File: config.mk
export PLATFORM = sky130hd
export DESIGN_NAME = two_wheel_tach_speed_controller
export DESIGN_NICKNAME = d
export VERILOG_FILES = /design/src/rtl/twtsc_pkg.sv /design/src/rtl/twtsc_div.sv /design/src/rtl/two_wheel_tach_speed_controller.sv
export SDC_FILE = /design/constraint.sdc
export NUM_CORES = 2
export LEC_CHECK = 0
export ABC_AREA = 0
export BUFFER_PORTS_ARGS = -buffer_cell sky130_fd_sc_hd__buf_2
export CAP_MARGIN = 0
export CORE_UTILIZATION = 55
export DETAILED_ROUTE_END_ITERATION = 16
export HOLD_SLACK_MARGIN = 0.06
export PLACE_DENSITY = 0.7
export SLEW_MARGIN = 40
export SYNTH_ARGS = -nofsm -noshare
export SYNTH_HDL_FRONTEND = slang
export SYNTH_SLANG_ARGS = --single-unit
File: constraint.sdc
create_clock -name clk -period 17.7 [get_ports clk]
set_input_delay 3.54 -clock clk [delete_from_list [all_inputs] [get_ports clk]]
set_output_delay 3.54 -clock clk [all_outputs]
set_load 0.03 [all_outputs]
File: src/rtl/twtsc_pkg.sv
package twtsc_pkg;
	localparam int CFG_IDX_W = 3;
	localparam int CFG_DATA_W = 24;
	localparam logic [CFG_IDX_W-1:0] REG_KP = 3'd0;
	localparam logic [CFG_IDX_W-1:0] REG_MIN = 3'd1;
	localparam logic [CFG_IDX_W-1:0] REG_MAX = 3'd2;
	localparam logic [CFG_IDX_W-1:0] REG_NUM = 3'd3;
	localparam logic [CFG_IDX_W-1:0] REG_THR = 3'd4;
	localparam logic [1:0] CMD_OVF = 2'd0;
	localparam logic [1:0] CMD_CAP_R = 2'd1;
	localparam logic [1:0] CMD_CAP_L = 2'd2;
	localparam logic [1:0] CMD_TICK = 2'd3;
	localparam logic [15:0] HALF_TURN_K = 16'd15204;
	localparam int DIV_W = 40;

	typedef struct packed {
		logic        start;
		logic [DIV_W-1:0] dividend;
		logic [DIV_W-1:0] divisor;
	} div_req_t;

	typedef struct packed {
		logic        done;
		logic [DIV_W-1:0] quot;
	} div_rsp_t;
endpackage

File: src/rtl/twtsc_div.sv
module twtsc_div
	import twtsc_pkg::*;
(
	input  logic     clk,
	input  logic     arst_n,
	input  div_req_t req,
	output div_rsp_t rsp
);
	logic [DIV_W-1:0] rem_q, quo_q, den_q;
	logic [5:0] cnt_q;
	logic busy_q;
	logic done_q;
	logic [DIV_W:0] trial;

	assign trial = {rem_q, quo_q[DIV_W-1]} - {1'b0, den_q};

	always_ff @(posedge clk or negedge arst_n) begin
		if (!arst_n) begin
			busy_q <= 1'b0;
			cnt_q <= '0;
			done_q <= 1'b0;
		end else begin
			done_q <= 1'b0;
			if (req.start) begin
				busy_q <= 1'b1;
				cnt_q <= 6'(DIV_W);
			end else if (busy_q) begin
				cnt_q <= cnt_q - 6'd1;
				if (cnt_q == 6'd1) begin
					busy_q <= 1'b0;
					done_q <= 1'b1;
				end
			end
		end
	end

	always_ff @(posedge clk) begin
		if (req.start) begin
			rem_q <= '0;
			quo_q <= req.dividend;
			den_q <= req.divisor;
		end else if (busy_q) begin
			if (!trial[DIV_W]) begin
				rem_q <= trial[DIV_W-1:0];
				quo_q <= {quo_q[DIV_W-2:0], 1'b1};
			end else begin
				rem_q <= {rem_q[DIV_W-2:0], quo_q[DIV_W-1]};
				quo_q <= {quo_q[DIV_W-2:0], 1'b0};
			end
		end
	end

	assign rsp = {done_q, quo_q};
endmodule

File: src/rtl/two_wheel_tach_speed_controller.sv
// A capture closing a block runs one division. A control tick runs one division when
// turning and one for each wheel with a positive period average before it raises
// its result.
// One beat at a time; input ready is low while a beat is worked on. A tick holds
// at its drive step while an earlier result waits. Reset clears all period, edge
// and latch state and loads register defaults.
module two_wheel_tach_speed_controller
	import twtsc_pkg::*;
#(
	parameter int AVG_LEN = 6,
	parameter int TIMER_SPAN = 65536
) (
	input  logic clk,
	input  logic arst_n,
	input  logic cfg_we,
	input  logic [CFG_IDX_W-1:0] cfg_index,
	input  logic [CFG_DATA_W-1:0] cfg_data,
	input  logic s_tvalid,
	output logic s_tready,
	input  logic [47:0] s_tdata, // cmd, capture_value, speed_knob, radius_pot
	output logic m_tvalid,
	input  logic m_tready,
	output logic [39:0] m_tdata // drive_left, drive_right, turning, zero pad
);
	localparam int CW = $clog2(AVG_LEN + 1);

	typedef enum logic [7:0] {
		ST_IDLE  = 8'b00000001,
		ST_CAP   = 8'b00000010,
		ST_AVG   = 8'b00000100,
		ST_TICK  = 8'b00001000,
		ST_DIFF  = 8'b00010000,
		ST_MEAS  = 8'b00100000,
		ST_DRIVE = 8'b01000000,
		ST_OUT   = 8'b10000000
	} state_t;

	state_t state_q;
	logic [11:0] kp_q;
	logic [7:0] min_q;
	logic [15:0] max_q;
	logic [23:0] num_q;
	logic [15:0] thr_q;
	logic [31:0] acc_q [2];
	logic [31:0] sum_q [2];
	logic [CW-1:0] cnt_q [2];
	logic [31:0] avg_q [2];
	logic [31:0] edge_q [2];
	logic turn_q;
	logic [47:0] in_q;
	logic w_q;
	logic wait_q;
	logic neg_q;
	logic [15:0] tgt_q;
	logic [15:0] diff_q;
	logic [16:0] wt_q;
	logic [15:0] dl_q;
	logic [39:0] meas_q;
	div_req_t req;
	div_rsp_t rsp;

	logic [1:0] cmd;
	logic [15:0] cap;
	logic [13:0] spot, rpot;
	logic [31:0] period, nsum, mag;
	logic [16:0] wtgt;
	logic signed [41:0] err;
	logic signed [54:0] prod;
	logic signed [46:0] adj, drv;
	logic [15:0] dres;
	logic [15:0] tgt_c, rad_c;

	assign cmd = in_q[1:0];
	assign cap = in_q[17:2];
	assign spot = in_q[31:18];
	assign rpot = in_q[45:32];
	assign tgt_c = 16'((17'(spot) * 17'd5) >> 3) + 16'd2560;
	assign rad_c = 16'((20'(rpot) * 20'd51) >> 5) + 16'd3840;
	assign period = acc_q[w_q] + 32'(cap);
	assign nsum = sum_q[w_q] + period;
	assign mag = nsum[31] ? (32'd0 - nsum) : nsum;
	assign wtgt = wt_q;
	assign err = $signed({25'd0, wtgt}) - $signed({2'b00, meas_q});
	assign prod = $signed({43'd0, kp_q}) * 55'(err);
	assign adj = 47'(prod >>> 8);
	assign drv = $signed({30'd0, wtgt}) + adj;
	always_comb begin
		if (wtgt < {1'b0, min_q, 8'd0}) dres = '0;
		else if (drv < 0) dres = '0;
		else if (drv > $signed({23'd0, max_q, 8'd0})) dres = max_q;
		else dres = 16'(drv >>> 8);
	end

	assign s_tready = (state_q == ST_IDLE);

	always_comb begin
		req = '0;
		case (state_q)
			ST_CAP: begin
				req.start = !wait_q && (32'(cnt_q[w_q]) + 32'd1 >= 32'(AVG_LEN));
				req.dividend = 40'(mag);
				req.divisor = 40'(AVG_LEN);
			end
			ST_DIFF: begin
				req.start = !wait_q;
				req.dividend = 40'(32'(tgt_q) * 32'(HALF_TURN_K));
				req.divisor = 40'(rad_c) << 13;
			end
			ST_MEAS: begin
				req.start = !wait_q && !avg_q[w_q][31] && (avg_q[w_q] != '0);
				req.dividend = {8'd0, num_q, 8'd0};
				req.divisor = 40'(avg_q[w_q]);
			end
			default: req = '0;
		endcase
	end

	twtsc_div u_div (.clk(clk), .arst_n(arst_n), .req(req), .rsp(rsp));

	always_ff @(posedge clk or negedge arst_n) begin
		if (!arst_n) begin
			state_q <= ST_IDLE;
			kp_q <= 12'd256;
			min_q <= 8'd10;
			max_q <= 16'd2300;
			num_q <= 24'd1500000;
			thr_q <= 16'd156;
			for (int i = 0; i < 2; i++) begin
				acc_q[i] <= '0;
				sum_q[i] <= '0;
				cnt_q[i] <= '0;
				avg_q[i] <= '0;
				edge_q[i] <= '0;
			end
			turn_q <= 1'b0;
			m_tvalid <= 1'b0;
			wait_q <= 1'b0;
			w_q <= 1'b0;
		end else begin
			if (m_tvalid && m_tready) m_tvalid <= 1'b0;
			if (cfg_we) begin
				case (cfg_index)
					REG_KP: kp_q <= cfg_data[11:0];
					REG_MIN: min_q <= cfg_data[7:0];
					REG_MAX: max_q <= cfg_data[15:0];
					REG_NUM: num_q <= cfg_data;
					REG_THR: thr_q <= cfg_data[15:0];
					default: ;
				endcase
			end
			case (state_q)
				ST_IDLE: begin
					if (s_tvalid) begin
						in_q <= s_tdata;
						wait_q <= 1'b0;
						case (s_tdata[1:0])
							CMD_OVF: state_q <= ST_AVG;
							CMD_CAP_R: begin w_q <= 1'b1; state_q <= ST_CAP; end
							CMD_CAP_L: begin w_q <= 1'b0; state_q <= ST_CAP; end
							default: state_q <= ST_TICK;
						endcase
					end
				end
				ST_AVG: begin
					acc_q[0] <= acc_q[0] + 32'(TIMER_SPAN);
					acc_q[1] <= acc_q[1] + 32'(TIMER_SPAN);
					state_q <= ST_IDLE;
				end
				ST_CAP: begin
					if (!wait_q) begin
						acc_q[w_q] <= 32'd0 - 32'(cap);
						edge_q[w_q] <= edge_q[w_q] + 32'd1;
						if (32'(cnt_q[w_q]) + 32'd1 >= 32'(AVG_LEN)) begin
							neg_q <= nsum[31];
							sum_q[w_q] <= nsum;
							cnt_q[w_q] <= '0;
							wait_q <= 1'b1;
						end else begin
							sum_q[w_q] <= nsum;
							cnt_q[w_q] <= cnt_q[w_q] + CW'(1);
							state_q <= ST_IDLE;
						end
					end else if (rsp.done) begin
						avg_q[w_q] <= neg_q ? 32'd0 - rsp.quot[31:0] : rsp.quot[31:0];
						sum_q[w_q] <= '0;
						state_q <= ST_IDLE;
					end
				end
				ST_TICK: begin
					if (edge_q[0] >= 32'(thr_q)) turn_q <= 1'b1;
					tgt_q <= tgt_c;
					diff_q <= '0;
					state_q <= (turn_q || edge_q[0] >= 32'(thr_q)) ? ST_DIFF : ST_MEAS;
					w_q <= 1'b0;
				end
				ST_DIFF: begin
					if (!wait_q) wait_q <= 1'b1;
					else if (rsp.done) begin
						diff_q <= rsp.quot[15:0];
						wait_q <= 1'b0;
						state_q <= ST_MEAS;
					end
				end
				ST_MEAS: begin
					wt_q <= w_q ? 17'(tgt_q) + 17'(diff_q) : 17'(tgt_q) - 17'(diff_q);
					if (!wait_q) begin
						if (req.start) wait_q <= 1'b1;
						else begin
							meas_q <= '0;
							state_q <= ST_DRIVE;
						end
					end else if (rsp.done) begin
						meas_q <= rsp.quot;
						wait_q <= 1'b0;
						state_q <= ST_DRIVE;
					end
				end
				ST_DRIVE: begin
					if (!w_q) begin
						dl_q <= dres;
						w_q <= 1'b1;
						state_q <= ST_MEAS;
					end else if (!m_tvalid || m_tready) begin
						state_q <= ST_OUT;
						m_tdata <= {7'd0, turn_q, dres, dl_q};
					end
				end
				ST_OUT: begin
					m_tvalid <= 1'b1;
					state_q <= ST_IDLE;
				end
				default: state_q <= ST_IDLE;
			endcase
		end
	end
endmodule

Yosys cells after proc, flatten, opt, wreduce, memory -nomap -nowiden. Index checks and enable logic that the tools add are counted.

Bits in registers: 663. Latch bits: 0. Memory bits (writable): 0. Bits in read-only memories: 0. Memories: 0.

Add/subtract/negate cells: 18. Multipliers: 4. Div/mod/pow operators: 0. Magnitude comparators: 7. Eq/ne operators: 27. Shift-type cells: 0. Mux-type cells: 81. Bitwise gates (word level): 7. Reductions and logical operators: 41.

Operator list (number): 2-to-1 mux 32 bit (15); bitwise mux 64 bit (4); one-hot mux 81 bit (3 select lines) (1); 2-to-1 mux 40 bit (6); 2-to-1 mux 64 bit (3); one-hot mux 64 bit (2 select lines) (1); 2-to-1 mux 8 bit (11); 2-to-1 mux 16 bit (5); adder 32 x 17 -> 32 bit (second input constant) (2); AND 64 bit (1); inverter 64 bit (1); subtractor 1 x 32 -> 32 bit (first input constant) (2); multiplier 13 x 41 -> 54 bit (1); one-hot mux 8 bit (6 select lines) (1); adder 18 x 46 -> 47 bit (1); greater-than comparator 47 x 25 -> 1 bit (1); less-than comparator 47 x 1 -> 1 bit (second input constant) (1); subtractor 17 x 40 -> 41 bit (1); subtractor 41 x 40 -> 41 bit (1); adder 32 x 1 -> 32 bit (second input constant) (1); adder 32 x 16 -> 32 bit (1); adder 32 bit (1); demux 32 bit (select 1 bit) (1); greater-or-equal comparator 32 x 16 -> 1 bit (1); other kinds (63) (121).

Longest topological paths before layout.
Depth in word-level cells: 12. Gate-level depth with buffers: 60. Gate-level depth less buffers: 57.

Hierarchy. From an unflattened synthesis, not the netlist that was laid out.

Cell total of the unflattened synthesis: 6556. Area, all modules: 61276.3 sq um.

By module, submodules not included: two_wheel_tach_speed_controller (times used 1, cells each 5779, area each 53702.8 sq um, sequential area each 14229.9 sq um); twtsc_div (times used 1, cells each 777, area each 7573.5 sq um, sequential area each 3403.3 sq um).

Worst setup path after synthesis. No wires, ideal clock.

Path type: register -> register. Start point: reg wt_q[0]. End point: reg dl_q[14] (data pin). Arrival time: 10.986 ns. Required time: 17.540 ns. Setup slack: 6.554 ns. Stages on the path, launching flop included: 56. Path buffers: 2. Clock period less this slack: 11.146 ns. Path through: edfxtp_1 > inv_1 > ha_1 > fa_1 > nor2b_1 > o21ai_0 > a21boi_0 > o21ai_0 > a21boi_0 > o21ai_0 > a21boi_0 > o21ai_0 > a21boi_0 > o21ai_0 > a211oi_1 > o31ai_1 > a2111oi_0 > xnor2_1 > [20 not listed] > a311o_1 > and2_1 > xor2_1 > ha_1 > o21ai_0 > nand2b_1 > a21oi_1 > nor2b_1 > o21ai_0 > a31oi_1 > nor2_1 > a31oi_1 > nor4_1 > and4bb_1 > o211ai_2 > nor2_4 > buf_6 > mux2i_1.

Word-level cells in the longest chain between the ends: 7. Elaborated cells between the ends (all ways): 9.

RTL lines: from (decl) (RTL line two_wheel_tach_speed_controller.sv:56) `logic [16:0] wt_q;`; from (signal assigned) (RTL line two_wheel_tach_speed_controller.sv:205) `wt_q <= w_q ? 17'(tgt_q) + 17'(diff_q) : 17'(tgt_q) - 17'(diff_q);`; subtractor 17 x 40 -> 41 bit (RTL line two_wheel_tach_speed_controller.sv:83) `assign err = $signed({25'd0, wtgt}) - $signed({2'b00, meas_q});`; multiplier 13 x 41 -> 54 bit (RTL line two_wheel_tach_speed_controller.sv:84) `assign prod = $signed({43'd0, kp_q}) * 55'(err);`; adder 18 x 46 -> 47 bit (RTL line two_wheel_tach_speed_controller.sv:86) `assign drv = $signed({30'd0, wtgt}) + adj;`; greater-than comparator 47 x 25 -> 1 bit (RTL line two_wheel_tach_speed_controller.sv:90) `else if (drv > $signed({23'd0, max_q, 8'd0})) dres = max_q;`; 2-to-1 mux 16 bit (RTL line two_wheel_tach_speed_controller.sv:90); 2-to-1 mux 16 bit (RTL line two_wheel_tach_speed_controller.sv:89) `else if (drv < 0) dres = '0;`; 2-to-1 mux 16 bit * (RTL line two_wheel_tach_speed_controller.sv:88) `if (wtgt < {1'b0, min_q, 8'd0}) dres = '0;`; named net dres[14] (RTL line two_wheel_tach_speed_controller.sv:70) `logic [15:0] dres;`; to (signal assigned) (RTL line two_wheel_tach_speed_controller.sv:220) `dl_q <= dres;`; to (decl) (RTL line two_wheel_tach_speed_controller.sv:57) `logic [15:0] dl_q;`.

The timed path passes the listed nets; every way through them passes the cells marked *. A chain may end at the register's enable or synchronous reset.

Final worst setup path.
Start point: reg meas_q[0]. End point: reg m_tdata[27] (data pin).

Word-level cells in the longest chain between the ends: 7. Elaborated cells between the ends (all ways): 8.

RTL lines: from (decl) (RTL line two_wheel_tach_speed_controller.sv:58) `logic [39:0] meas_q;`; from (signal assigned) (RTL line two_wheel_tach_speed_controller.sv:213) `meas_q <= rsp.quot;`; subtractor 17 x 40 -> 41 bit * (RTL line two_wheel_tach_speed_controller.sv:83); multiplier 13 x 41 -> 54 bit * (RTL line two_wheel_tach_speed_controller.sv:84); adder 18 x 46 -> 47 bit * (RTL line two_wheel_tach_speed_controller.sv:86); greater-than comparator 47 x 25 -> 1 bit (RTL line two_wheel_tach_speed_controller.sv:90); 2-to-1 mux 16 bit (RTL line two_wheel_tach_speed_controller.sv:90); 2-to-1 mux 16 bit * (RTL line two_wheel_tach_speed_controller.sv:89); 2-to-1 mux 16 bit * (RTL line two_wheel_tach_speed_controller.sv:88); named net dres[11] (RTL line two_wheel_tach_speed_controller.sv:70); to (signal assigned) (RTL line two_wheel_tach_speed_controller.sv:225) `m_tdata <= {7'd0, turn_q, dres, dl_q};`; to (decl) (RTL line two_wheel_tach_speed_controller.sv:23) `output logic [39:0] m_tdata`.

Marks and branches as above.

==> results.md <==
- Outcome: complete, no violations
- Share of the synthesized area in the top cell type: 0.1820
- Most used cell, CP: o21ai_0
- Vias: 44540
- Clock Tree Buf Depth: 3
- Post-synthesis sequential area ratio: 0.2929
- #FFs+latches synth: 651
- H-tree levels: 3
- Dominant synthesized flop cell: dfrtp_1
- Post-route clock period utilization: 0.7662
- Antenna Cells: 0
- Die X: 330.6 um
- Global Route Usage Sum: 0.2807
- Vias in the first global route: 45320
- CTS tree: built
- Setup WS pre-CTS: 4235 ps
- Most frequent cells in the layout: inv_1 (782), nand2_1 (755), fa_1 (540)
- WS Path Type: reg -> reg
- Die Ht: 330.6 um
- Max Clock Skew: 20.57 ps
- Global route overflow: 0
- Flop-to-flop setup slack: 4140 ps
- Sink Count: 651
- Slowest-stage cell, CP: fa_1
- Util after Layout: 0.5971
- Wirelength, routed: 149.5 mm
- Gpl congestion: 0.9613
- Largest net degree at the start of global routing: 73
- Cells after DPL: 7610
- HP Class: reg -> reg
- Slew @ Worst Pin: 867.4 ps
- Final setup vio count: 0
- Starting Density: 0.5548
- Critical Path Fanout Max: 15
- Rel. slew slack: 0.4189
- IO Count: 122
- # Post-CTS Setup Buffers: 0
- Cts hold-fix bufs: 0
- Buffers on Ports: 112
- Drt pass-1 iters: 6
- Root Driver: clkbuf_16
- Syn_area_per_cell: 9.455 um^2
- Drt drc: 0
- Final Hold Fails: 0
- Core region area: 107100 um^2
- Final setup margin: 4139 ps
- Clk slew on worst S/H paths: 60 ps
- Tmin final: 13560 ps
- CTS Buf Count: 70
- Element type at the critical path start: flip-flop
- Number of synthesized flops with an enable pin: 254
- Iter 0 DRT Violations: 2903
- Fmax: 73.74 MHz
- Unrepaired setup endpoints after global routing: false
- Distinct cells, synth: 100
- Latest clock arrival within the worst-skew pair: 640 ps
- Slew Viols, Final: 0
- Die area: 109300 um^2
- Post-synth ARST share: 0.5484
- Final setup TNS: 0 ps
- Setup crit end kind: flip-flop
- Number of routed nets with antenna violations: 0
- Vias/cell: 5.753
- Layout cells sized above 1: 0.08252
- Area delta synth->final: 7.622%
- Layout Cells excl Fill: 7741
- Syn. warnings: 0
- Worst path required time: 18140 ps
- First-pass GRT wire length: 241.6 mm
- Final Net Count: 7346
- Data arrival, critical path: 14000 ps
- Yosys top cell by area: fa_1
- Critical Path Max Stage Delay: 540 ps
- Most common cell after layout, fill and taps aside: inv_1
- Mapped Cells: 6281
- Initial antenna violation count: 1
- Routed wire per std cell: 19.32 um
- Top post-synthesis cells by area: fa_1 (18%), dfrtp_1 (14%), edfxtp_1 (13%)
- Std cell rows: 120
- Fillers: 9109
- Synth Cell Area: 59390 um^2
- # resized after CTS: 0
- Post-DP HPWL: 112.1 mm
- Max cap viols: 0
==> kinds of logic after synthesis <==
family / after synthesis / share of synthesized area
compound gates: 1082 / 0.1157
xor+xnor: 370 / 0.05482
fa+ha+maj: 988 / 0.2763
buf+inv: 1062 / 0.06775
flops: 651 / 0.2929
mux: 187 / 0.03375
other cells: 1 / 0.00006314
simple gates: 1940 / 0.1588
==> routing by layer <==
| metal | vias to the layer above | part of all wire | global-route usage |
|---|---|---|---|
| li1 | 20960 | - | - |
| met1 | 21990 | 0.42 | 0.3637 |
| met2 | 1299 | 0.49 | 0.4758 |
| met3 | 284 | 0.057 | 0.03473 |
| met4 | 0 | 0.041 | 0.1171 |
| met5 | - | 0 | 0 |
==> critical path: cells and delay by family, from the launching register on <==
family          cells  cell delay (ps)
compound gates     22             4460
xor+xnor            3              620
fa+ha+maj          10             4290
buf+inv             6              630
flops               1              470
mux                 1              360
simple gates       13             2500
==> area by class of cell <==
class | instances | area [um^2] | area share
Tap cell | 1403 | 1755 | 0.02746
Multi-Input combinational cell | 4575 | 38180 | 0.5974
Clock buffer | 101 | 2043 | 0.03197
Timing Repair Buffer | 199 | 1291 | 0.02020
Sequential cell | 651 | 17410 | 0.2725
Inverter | 783 | 2939 | 0.04598
Clock inverter | 29 | 290.3 | 0.004542
==> registers in the layout (all words and copies together), names as in the netlist, 8 cells and up <==
signal and count:
state_q 8, tgt_q 15, sum_q 64, thr_q 16, u_div.quo_q 40, diff_q 16
avg_q 64, edge_q 63, wt_q 17, min_q 8, kp_q 12, num_q 24
in_q 44, u_div.den_q 32, m_tdata 33, meas_q 40, dl_q 16, acc_q 64
u_div.rem_q 40, max_q 16
==> synth_stat cells (54+ instances only) <==
| library cell | count |
|---|---|
| xnor2_1 | 201 |
| xor2_1 | 167 |
| a21o_1 | 77 |
| nor3_1 | 82 |
| inv_1 | 783 |
| fa_1 | 540 |
| edfxtp_1 | 254 |
| nor2_1 | 321 |
| mux2i_1 | 81 |
| and2_1 | 306 |
| dfrtp_1 | 332 |
| clkbuf_1 | 244 |
| ha_1 | 446 |
| nor2b_1 | 54 |
| nand3_1 | 90 |
| a21oi_1 | 225 |
| mux2_2 | 106 |
| o21ai_0 | 355 |
| nand2_1 | 755 |
==> final timing paths <==
check,start,cells after the start,endpoint
worst min register to register,dl_q[14],0,m_tdata[14]
worst max register to register,meas_q[0],55,m_tdata[27]
max in group asynchronous,arst_n,3,u_div.busy_q
min in group asynchronous,arst_n,1,edge_q[0]
worst max-delay path,meas_q[0],55,m_tdata[27]
worst min-delay path,dl_q[14],0,m_tdata[14]
==> through the flow <==
| stage | hold WS, ps | instance area, um^2 |
|---|---|---|
| finish | 419.8 | 63920 |
| global route | 426.5 | 63920 |
| CTS | 421.3 | 63890 |
| detailed placement | 405.6 | 61550 |
| global placement | 402.9 | 61410 |
| floorplan | 400.3 | 59420 |
Power is left out: the tool's default activity adds up to more than one toggle a clock period on the data nets, which glitch-free logic cannot reach.
